===== config.mk =====
export PLATFORM = sky130hd
export DESIGN_NAME = rf_pulse_frame_decoder_unit_flat
export DESIGN_NICKNAME = d
export VERILOG_FILES = /design/src/rtl/rpfd_pkg.sv /design/src/rtl/rpfd_in_if.sv /design/src/rtl/rpfd_out_if.sv /design/src/rtl/rf_pulse_frame_decoder_unit.sv /design/src/flat_wrapper.sv
export SDC_FILE = /design/constraint.sdc
export NUM_CORES = 1
export LEC_CHECK = 0
export CORE_MARGIN = 4
export CORE_UTILIZATION = 50
export CTS_CLUSTER_SIZE = 20
export DETAILED_ROUTE_END_ITERATION = 16
export DONT_BUFFER_PORTS = 1
export GPL_TIMING_DRIVEN = 1
export PLACE_DENSITY_LB_ADDON = 0.12
export REMOVE_ABC_BUFFERS = 1
export SYNTH_ARGS = -nofsm -noshare
export SYNTH_HDL_FRONTEND = slang
export SYNTH_SLANG_ARGS = --single-unit
export TNS_END_PERCENT = 10

===== constraint.sdc =====
create_clock -name i_clk -period 2.7 [get_ports i_clk]
set_input_delay 0.675 -clock i_clk [delete_from_list [all_inputs] [get_ports i_clk]]
set_output_delay 0.675 -clock i_clk [all_outputs]
set_load 0.02 [all_outputs]

===== src/rtl/rpfd_pkg.sv =====
// ----------------------------------------------------------------------------
// rpfd_pkg
// Shared constants and register codes of the rf pulse frame decoder.
// ----------------------------------------------------------------------------
package rpfd_pkg;

    // configuration port
    localparam int unsigned CFG_DATA_W = 16;
    localparam int unsigned CFG_IDX_W  = 2;

    typedef enum logic [CFG_IDX_W-1:0] {
        REG_BIT_THRESHOLD = 2'd0,
        REG_GAP_MIN       = 2'd1,
        REG_GAP_MAX       = 2'd2,
        REG_UNUSED        = 2'd3
    } t_reg_idx;

    // register reset values (gap bounds are 310 and 350 times a divider of 34)
    localparam logic [CFG_DATA_W-1:0] BIT_THRESHOLD_RST = 16'd837;
    localparam logic [CFG_DATA_W-1:0] GAP_MIN_RST       = 16'd10540;
    localparam logic [CFG_DATA_W-1:0] GAP_MAX_RST       = 16'd11900;

    // frame layout
    localparam int unsigned COUNT_W  = 6;
    localparam int unsigned GROUPS_N = 12;
    localparam int unsigned GROUP_W  = 4;
    localparam logic [COUNT_W-1:0] FRAME_PULSES = 6'd50;
    localparam logic [COUNT_W-1:0] COUNT_SAT    = 6'd51;
    localparam logic [GROUP_W-1:0] LAST_GROUP   = 4'd11;

    // result field widths
    localparam int unsigned ID_W   = 5;
    localparam int unsigned UNIT_W = 4;

endpackage


===== src/rtl/rpfd_in_if.sv =====
// ----------------------------------------------------------------------------
// rpfd_in_if
// Pulse item channel: one pulse or gap duration and the end of train flag.
// ----------------------------------------------------------------------------
interface rpfd_in_if #(
    parameter int unsigned DURATION_WIDTH = 16
);
    logic                      valid;
    logic                      ready;
    logic [DURATION_WIDTH-1:0] pulse_duration;
    logic                      end_of_train;

    modport source (output valid, output pulse_duration, output end_of_train, input ready);
    modport sink   (input valid, input pulse_duration, input end_of_train, output ready);
endinterface


===== src/rtl/rpfd_out_if.sv =====
// ----------------------------------------------------------------------------
// rpfd_out_if
// Decoded frame channel: frame check flag, device id, unit and direction.
// ----------------------------------------------------------------------------
interface rpfd_out_if;
    import rpfd_pkg::*;

    logic              valid;
    logic              ready;
    logic              frame_ok;
    logic [ID_W-1:0]   device_id;
    logic [UNIT_W-1:0] unit_code;
    logic              direction_up;

    modport source (output valid, output frame_ok, output device_id, output unit_code,
                    output direction_up, input ready);
    modport sink   (input valid, input frame_ok, input device_id, input unit_code,
                    input direction_up, output ready);
endinterface


===== src/rtl/rf_pulse_frame_decoder_unit.sv =====
// ----------------------------------------------------------------------------
// rf_pulse_frame_decoder_unit
// Decodes a 433 MHz screen remote frame from a train of pulse durations.
// ----------------------------------------------------------------------------
//
//  channel   dir   handshake      payload
//  i_pulse   in    valid/ready    pulse_duration, end_of_train
//  o_frame   out   valid/ready    frame_ok, device_id, unit_code, direction_up
//  i_cfg_*   in    write enable   i_cfg_idx, i_cfg_wdata (no read-back)
//
//  one item per cycle while i_pulse.ready is high; a result shows in the cycle after its ending item
//  the train state (pulse count, stored bits) updates in the accepting cycle
//  one result register; i_pulse.ready = result register empty or being taken
//  reset clears the train state and the result valid flag and loads register defaults
//
module rf_pulse_frame_decoder_unit #(
    parameter int unsigned DURATION_WIDTH = 16
) (
    input  logic                             i_clk,
    input  logic                             i_rst_n,
    rpfd_in_if.sink                          i_pulse,
    rpfd_out_if.source                       o_frame,
    input  logic                             i_cfg_we,
    input  logic [rpfd_pkg::CFG_IDX_W-1:0]   i_cfg_idx,
    input  logic [rpfd_pkg::CFG_DATA_W-1:0]  i_cfg_wdata
);
    import rpfd_pkg::*;

    localparam int unsigned CMP_W =
        (DURATION_WIDTH > CFG_DATA_W) ? DURATION_WIDTH : CFG_DATA_W;

    logic [CFG_DATA_W-1:0] r_bit_threshold;
    logic [CFG_DATA_W-1:0] r_gap_min;
    logic [CFG_DATA_W-1:0] r_gap_max;

    logic [COUNT_W-1:0]    r_count, n_count;
    logic [GROUPS_N-1:0]   r_bits,  n_bits;

    logic                  r_out_valid;
    logic                  r_frame_ok;
    logic [ID_W-1:0]       r_device_id;
    logic [UNIT_W-1:0]     r_unit_code;
    logic                  r_direction_up;

    logic                  take;
    logic                  emit;
    logic [CMP_W-1:0]      dur;
    logic [GROUP_W-1:0]    group;
    logic                  bit_slot;
    logic                  is_one;
    logic                  gap_ok;
    logic                  frame_ok;

    // handshake
    assign i_pulse.ready = !r_out_valid || o_frame.ready;
    assign take          = i_pulse.valid && i_pulse.ready;
    assign emit          = take && i_pulse.end_of_train;

    // configuration registers
    always_ff @(posedge i_clk) begin
        if (!i_rst_n) begin
            r_bit_threshold <= BIT_THRESHOLD_RST;
            r_gap_min       <= GAP_MIN_RST;
            r_gap_max       <= GAP_MAX_RST;
        end else if (i_cfg_we) begin
            case (t_reg_idx'(i_cfg_idx))
                REG_BIT_THRESHOLD: r_bit_threshold <= i_cfg_wdata;
                REG_GAP_MIN:       r_gap_min       <= i_cfg_wdata;
                REG_GAP_MAX:       r_gap_max       <= i_cfg_wdata;
                default: ;
            endcase
        end
    end

    // bit decision on every fourth pulse of groups 0 to 11
    assign dur      = CMP_W'(i_pulse.pulse_duration);
    assign group    = r_count[COUNT_W-1:2];
    assign bit_slot = (r_count[1:0] == 2'b11) && (group <= LAST_GROUP);
    assign is_one   = dur <= CMP_W'(r_bit_threshold);

    always_comb begin
        n_bits = r_bits;
        if (bit_slot) begin
            n_bits[group] = is_one;
        end
    end

    // saturating pulse count
    assign n_count = (r_count < COUNT_SAT) ? r_count + COUNT_W'(1) : r_count;

    // frame check on the ending pulse
    assign gap_ok   = (dur >= CMP_W'(r_gap_min)) && (dur <= CMP_W'(r_gap_max));
    assign frame_ok = (n_count == FRAME_PULSES) && gap_ok;

    // train state
    always_ff @(posedge i_clk) begin
        if (!i_rst_n) begin
            r_count <= '0;
            r_bits  <= '0;
        end else if (take) begin
            if (i_pulse.end_of_train) begin
                r_count <= '0;
                r_bits  <= '0;
            end else begin
                r_count <= n_count;
                r_bits  <= n_bits;
            end
        end
    end

    // result register valid
    always_ff @(posedge i_clk) begin
        if (!i_rst_n) begin
            r_out_valid <= 1'b0;
        end else if (emit) begin
            r_out_valid <= 1'b1;
        end else if (o_frame.ready) begin
            r_out_valid <= 1'b0;
        end
    end

    // result payload
    always_ff @(posedge i_clk) begin
        if (emit) begin
            r_frame_ok     <= frame_ok;
            r_unit_code    <= n_bits[UNIT_W-1:0];
            r_device_id    <= n_bits[UNIT_W +: ID_W];
            r_direction_up <= n_bits[LAST_GROUP];
        end
    end

    assign o_frame.valid        = r_out_valid;
    assign o_frame.frame_ok     = r_frame_ok;
    assign o_frame.device_id    = r_device_id;
    assign o_frame.unit_code    = r_unit_code;
    assign o_frame.direction_up = r_direction_up;

endmodule


===== src/flat_wrapper.sv =====
// flat-port wrapper written by rule: the top's interface ports become plain ports
module rf_pulse_frame_decoder_unit_flat import rpfd_pkg::*;
#(
    parameter int unsigned DURATION_WIDTH = 16
)
  (i_clk, i_rst_n, i_cfg_we, i_cfg_idx, i_cfg_wdata, i_pulse_valid, i_pulse_pulse_duration, i_pulse_end_of_train, i_pulse_ready, o_frame_valid, o_frame_frame_ok, o_frame_device_id, o_frame_unit_code, o_frame_direction_up, o_frame_ready);
  rpfd_in_if #(.DURATION_WIDTH(DURATION_WIDTH)) i_pulse_i ();
  rpfd_out_if o_frame_i ();
  input  logic i_clk;
  input  logic i_rst_n;
  input  logic i_cfg_we;
  input  logic [rpfd_pkg::CFG_IDX_W-1:0] i_cfg_idx;
  input  logic [rpfd_pkg::CFG_DATA_W-1:0] i_cfg_wdata;
  input wire logic [$bits(i_pulse_i.valid)-1:0] i_pulse_valid;
  input wire logic [$bits(i_pulse_i.pulse_duration)-1:0] i_pulse_pulse_duration;
  input wire logic [$bits(i_pulse_i.end_of_train)-1:0] i_pulse_end_of_train;
  output wire logic [$bits(i_pulse_i.ready)-1:0] i_pulse_ready;
  output wire logic [$bits(o_frame_i.valid)-1:0] o_frame_valid;
  output wire logic [$bits(o_frame_i.frame_ok)-1:0] o_frame_frame_ok;
  output wire logic [$bits(o_frame_i.device_id)-1:0] o_frame_device_id;
  output wire logic [$bits(o_frame_i.unit_code)-1:0] o_frame_unit_code;
  output wire logic [$bits(o_frame_i.direction_up)-1:0] o_frame_direction_up;
  input wire logic [$bits(o_frame_i.ready)-1:0] o_frame_ready;
  assign i_pulse_i.valid = i_pulse_valid;
  assign i_pulse_i.pulse_duration = i_pulse_pulse_duration;
  assign i_pulse_i.end_of_train = i_pulse_end_of_train;
  assign i_pulse_ready = i_pulse_i.ready;
  assign o_frame_valid = o_frame_i.valid;
  assign o_frame_frame_ok = o_frame_i.frame_ok;
  assign o_frame_device_id = o_frame_i.device_id;
  assign o_frame_unit_code = o_frame_i.unit_code;
  assign o_frame_direction_up = o_frame_i.direction_up;
  assign o_frame_i.ready = o_frame_ready;
  rf_pulse_frame_decoder_unit #(.DURATION_WIDTH(DURATION_WIDTH)) u_core (.i_clk(i_clk), .i_rst_n(i_rst_n), .i_pulse(i_pulse_i), .o_frame(o_frame_i), .i_cfg_we(i_cfg_we), .i_cfg_idx(i_cfg_idx), .i_cfg_wdata(i_cfg_wdata));
endmodule

# Word-level counts from Yosys, hierarchy flattened
# Cells that the tools add are included.
[word_totals]
in_bits = 40
mem_bits_rw = 0
out_inout_bits = 13
romBits = 0
wordCells = 47
latchBits = 0
reg_bits = 78
mem_count = 0
[classes]
n_eq_ne = 4
shift = 0
n_lt_le_gt_ge = 7
n_addsub = 1
n_mul = 0
muxes = 9
bitwise = 0
div_mod_pow = 0
reduce_logical = 15
[op_table]
columns = ["cell", "n"]
rows = [
  ["less-or-equal comparator 16 bit", 2],
  ["2-to-1 mux 12 bit", 2],
  [">= comparator 16 bit", 1],
  ["bitwise mux 12 bit", 1],
  ["2-to-1 mux 6 bit", 2],
  ["AND reduction 2 bit", 4],
  ["adder 6 x 1 -> 6 bit, second input constant", 1],
  ["== test 6 bit, second input constant", 1],
  ["logical AND 1 bit", 6],
  ["< comparator 6 bit, second input constant", 1],
  ["< comparator 4 x 5 -> 1 bit, second input constant", 1],
  ["demux 1 bit (select 4 bit)", 1],
  ["== test 2 bit, second input constant", 2],
  [">= comparator 4 x 1 -> 1 bit, second input constant", 1],
  ["less-or-equal comparator 4 bit, second input constant", 1],
  ["nonzero test 2 bit", 2],
  ["2-to-1 mux 1 bit", 3],
  ["== test 2 x 1 -> 1 bit, second input constant", 1],
  ["zero test 2 bit", 1],
  ["zero test 1 bit", 1],
  ["logical OR 1 bit", 1],
]

# Logic depth before layout (Yosys ltp)
[logic_depth]
depth_word = 7
mapped_depth = 8
mapped_depth_nobuf = 7

# Least setup slack after synthesis
# No wires, ideal clock.
[synth_path]
path_kind = "in2reg"
from = "input port i_pulse_pulse_duration[14]"
to = "register u_core.r_device_id[0], in the netlist u_core.o_frame.device_id[0] (data pin)"
arrival_time_ns = 1.996
required_time_ns = 2.425
setup_ns = 0.275
path_slack_ns = 0.429
cell_stages = 7
n_path_buf = 1
cell_sequence = "ha_1 nand4_1 nor4_1 a21boi_0 o31a_1 buf_4 a31oi_1"
[synth_via]
elab_chain_cells = 3
[synth_rtl]
columns = ["item", "line", "text"]
rows = [
  ["start, declared", "flat_wrapper.sv:15", "input wire logic [$bits(i_pulse_i.pulse_duration)-1:0] i_pulse_pulse_duration;"],
  ["less-or-equal comparator 16 bit", "rf_pulse_frame_decoder_unit.sv:79", "assign is_one = dur <= CMP_W'(r_bit_threshold);"],
  ["bitwise mux 12 bit", "rf_pulse_frame_decoder_unit.sv:84", "n_bits[group] = is_one;"],
  ["2-to-1 mux 12 bit", "rf_pulse_frame_decoder_unit.sv:83", "if (bit_slot) begin"],
  ["net u_core.n_bits[4]", "rf_pulse_frame_decoder_unit.sv:37", "logic [GROUPS_N-1:0] r_bits, n_bits;"],
  ["end signal, assigned", "rf_pulse_frame_decoder_unit.sv:127", "r_device_id <= n_bits[UNIT_W +: ID_W];"],
  ["end, declared", "rf_pulse_frame_decoder_unit.sv:41", "logic [ID_W-1:0] r_device_id;"],
]
# The timed path passes the listed nets, and every way through them passes these cells. The select of a mux whose other input is x is not followed.
# A chain may end at the register's enable or synchronous reset.

# Worst setup path in the final report
[layout_path]
from = "register u_core.r_bit_threshold[14]"
to = "register u_core.r_unit_code[0], in the netlist u_core.o_frame.unit_code[0] (data pin)"
[layout_via]
elab_chain_cells = 3
[layout_rtl]
columns = ["item", "line", "text"]
rows = [
  ["start, declared", "rf_pulse_frame_decoder_unit.sv:32", "logic [CFG_DATA_W-1:0] r_bit_threshold;"],
  ["start signal, assigned", "rf_pulse_frame_decoder_unit.sv:67", "REG_BIT_THRESHOLD: r_bit_threshold <= i_cfg_wdata;"],
  ["less-or-equal comparator 16 bit", "rf_pulse_frame_decoder_unit.sv:79", ""],
  ["bitwise mux 12 bit", "rf_pulse_frame_decoder_unit.sv:84", ""],
  ["2-to-1 mux 12 bit", "rf_pulse_frame_decoder_unit.sv:83", ""],
  ["net u_core.n_bits[0]", "rf_pulse_frame_decoder_unit.sv:37", ""],
  ["end signal, assigned", "rf_pulse_frame_decoder_unit.sv:126", "r_unit_code <= n_bits[UNIT_W-1:0];"],
  ["end, declared", "rf_pulse_frame_decoder_unit.sv:42", "logic [UNIT_W-1:0] r_unit_code;"],
]
# The timed path passes the listed nets, and every way through them passes these cells. The select of a mux whose other input is x is not followed.

==> impl_metrics.tcl <==
set metrics [dict create \
    status "completed" \
    timing.rr.start "u_core.r_bit_threshold[14]" \
    core_um2 8300 \
    track_usage_pct 21.2 \
    hold_depth 1 \
    drt-pass1-iter-count 4 \
    setup_violations 0 \
    wl_per_cell_um 16.6 \
    ys_types 49 \
    synth_area_um2 4300 \
    crit_required_ps 2770 \
    yosys.area.top_type "dfxtp_1" \
    rsz0062_at_grt "false" \
    antenna_left 0 \
    yosys.area_share.simple_pct 18.5 \
    cap_viol_max_count 0 \
    cpPeakStageDelay_ps 440 \
    rows 33 \
    start_util_pct 51.8 \
    overflow 0 \
    drive_gt1_share_pct 6.35 \
    dieArea_um2 10200 \
    crit_arrival_ps 2420 \
    grt_pass1_wl_mm 16.8 \
    slowest_stage "nor4_1" \
    synth_fa_ha_area_share_pct 14.2 \
    slew_violations 0 \
    cts-root-buf "clkbuf_8" \
    yosysMostFrequentCell "nand2_1" \
    die_h_um 101 \
    worstSkewPairLatency_ps 350 \
    cp_cell_sequence "inv_1, ha_1, nand4_1, nor4_1, a21boi_0, o31a_1, buf_12, a31oi_1" \
    path_delay_family "simple AND/OR/NAND/NOR gates" \
    hold_path_end "u_core.r_bit_threshold[6]" \
    clk_pin_slew_worst_paths_ps 80 \
    ys_ff_latch 76 \
    syn_inst 506 \
    cellPowerDensity_nw_per_um2 485 \
    synth.area.top_cells "dfxtp_1 30%, ha_1 14%, nand2_1 7.9%, edfxtp_1 7.7%, a21boi_0 5.6%" \
    reg2reg_slack_ps 350 \
    cts_buffer_depth 2 \
    cp_max_fo 20 \
    clock-sinks 76 \
    fmax_mhz 425 \
    finalInstanceArea_um2 4550 \
    vias_per_cell 5.67 \
    synth-compound-area-share_pct 22.1 \
    htree_levels 3 \
    criticalPathCategory "reg2reg" \
    placed_cell_area_um2 4390 \
    grt_max_degree 56 \
    seq_area_frac_synth_pct 37.9 \
    synth_xor_area_share_pct 0 \
    rr_worst_depth 8 \
    area_delta_synth_final_pct 5.67 \
    crit_path_end_kind "flip-flop" \
    io_buffers 0 \
    numCtsBuffers 9 \
    min_from "i_rst_n" \
    fin_skew_ps 10.4 \
    hpwl_mm 7.27 \
    die_width_um 101 \
    cts_tree "built" \
    ys_async_sr_fraction_pct 0 \
    synth_top_family_by_area "compound AO/OA/AOI/OAI gates" \
    period_share_pct 87.2 \
    irDropWorstVdd_uv 262 \
    multi_input_area_um2 2390 \
    place.gp.congestion 0.830 \
    critical_path_buf_inv_count 2 \
    yosysTopAreaCellShare_pct 30.2 \
    ys_warn_count 0 \
    hold_slack_ps 423 \
    cts_setup_buffers 0 \
    syn_area_per_cell_um2 8.50 \
    routed_wl_mm 10.1 \
    drt_iter0_drc 145 \
    relSlewSlack_pct 54.2 \
    hold_viol 0 \
    register_area_um2 1630 \
    dr_total_vias 3456 \
    holdBufCountCts 0 \
    hp-class "in2reg" \
    fin_nets 588 \
    fin_tns_setup_ps 0 \
    regToRegEndpoint "u_core.o_frame.unit_code[0]" \
    synth_flop_cell "dfxtp_1" \
    fillers 793 \
    post_cts_resized 0 \
    tightest_slew_ps 685 \
    first_global_vias 3361 \
    antenna_found_initial 0 \
    leakagePower_nw 1.79 \
    diodes 0 \
    min_period_ps 2350 \
    drcViolationCount 0 \
    utilization_pct 54.8 \
    synth_mux_area_share_pct 0.494 \
    cp-start-kind "flip-flop" \
    pin_count 53 \
    synth_edf_count 11 \
    ys_top_cells_by_count "90 x nand2_1, 65 x dfxtp_1, 50 x inv_1, 49 x ha_1" \
]
layer usage:
| metal | vias to the layer above | track usage [%] | share of wire, % |
|---|---|---|---|
| met5 | - | 0 | 0 |
| met4 | 0 | 7.25 | 1.6 |
| met3 | 10 | 4.98 | 6.5 |
| met2 | 77 | 30.1 | 42 |
| met1 | 1618 | 31.3 | 50 |
| li1 | 1751 | - | - |
registers in the layout (all words and copies together) (netlist names):
register	flops
u_core.o_frame.device_id	5
u_core.o_frame.direction_up	1
u_core.o_frame.frame_ok	1
u_core.o_frame.unit_code	4
u_core.o_frame.valid	1
u_core.r_bit_threshold	16
u_core.r_bits	10
u_core.r_count	6
u_core.r_gap_max	16
u_core.r_gap_min	16
kinds of logic (layout without fill, tap and decap cells):
| logic type | Yosys count | in the layout |
|---|---|---|
| fa+ha+maj | 49 | 49 |
| simple gates | 174 | 174 |
| compound gates | 132 | 132 |
| mux | 2 | 2 |
| flops | 76 | 76 |
| buf+inv | 73 | 71 |
per-stage QoR:
| step | power [mW] | setup WS (ps) | instances |
|---|---|---|---|
| after floorplan | 1.41 | 74.8 | 483 |
| after global routing | 2.32 | 181 | 609 |
| after global placement | 1.48 | 213 | 593 |
| after detailed placement | 1.49 | 59.5 | 593 |
| final | 2.20 | 345 | 609 |
| after CTS | 2.23 | 374 | 609 |
layout make-up:
| class | count | share of cell area [%] |
|---|---|---|
| clock buffers | 11 | 2.89 |
| repair buffers | 5 | 1.10 |
| inverters | 50 | 4.13 |
| multi-input cells | 357 | 52.5 |
| well taps | 105 | 2.89 |
| flip-flops and latches | 76 | 35.9 |
| clock inverters | 5 | 0.633 |
power breakdown:
| part | internal (mW) | switching (mW) | total (mW) |
|---|---|---|---|
| Combinational | 0.105 | 0.150 | 0.254 |
| Clock | 0.328 | 0.416 | 0.745 |
| Sequential | 1.18 | 0.0229 | 1.20 |
| Total | 1.62 | 0.589 | 2.20 |
cell usage in the layout (no fill, tap or decap), drive strengths merged, types with 6 or more instances in the layout:
master,count
edfxtp,11
nand4,8
a21oi,32
o211ai,22
nand2,90
nor2,32
clkbuf,11
a211oi,12
inv,50
o21ai,11
dfxtp,65
nand3,7
ha,49
a21boi,32
nor3,6
worst max-delay path by stage:
stage,start,endpoint,slack (ps),cells after the start
floorplan,i_pulse_pulse_duration[14],u_core.o_frame.device_id[0],70,6
global placement,i_pulse_pulse_duration[14],u_core.o_frame.unit_code[0],210,7
detailed placement,i_pulse_pulse_duration[15],u_core.o_frame.unit_code[0],60,7
CTS,u_core.r_bit_threshold[14],u_core.o_frame.unit_code[0],370,8
global route,u_core.r_bit_threshold[15],u_core.o_frame.device_id[0],180,8
finish,u_core.r_bit_threshold[14],u_core.o_frame.unit_code[0],350,8
Power figures use the tool's default switching activity.
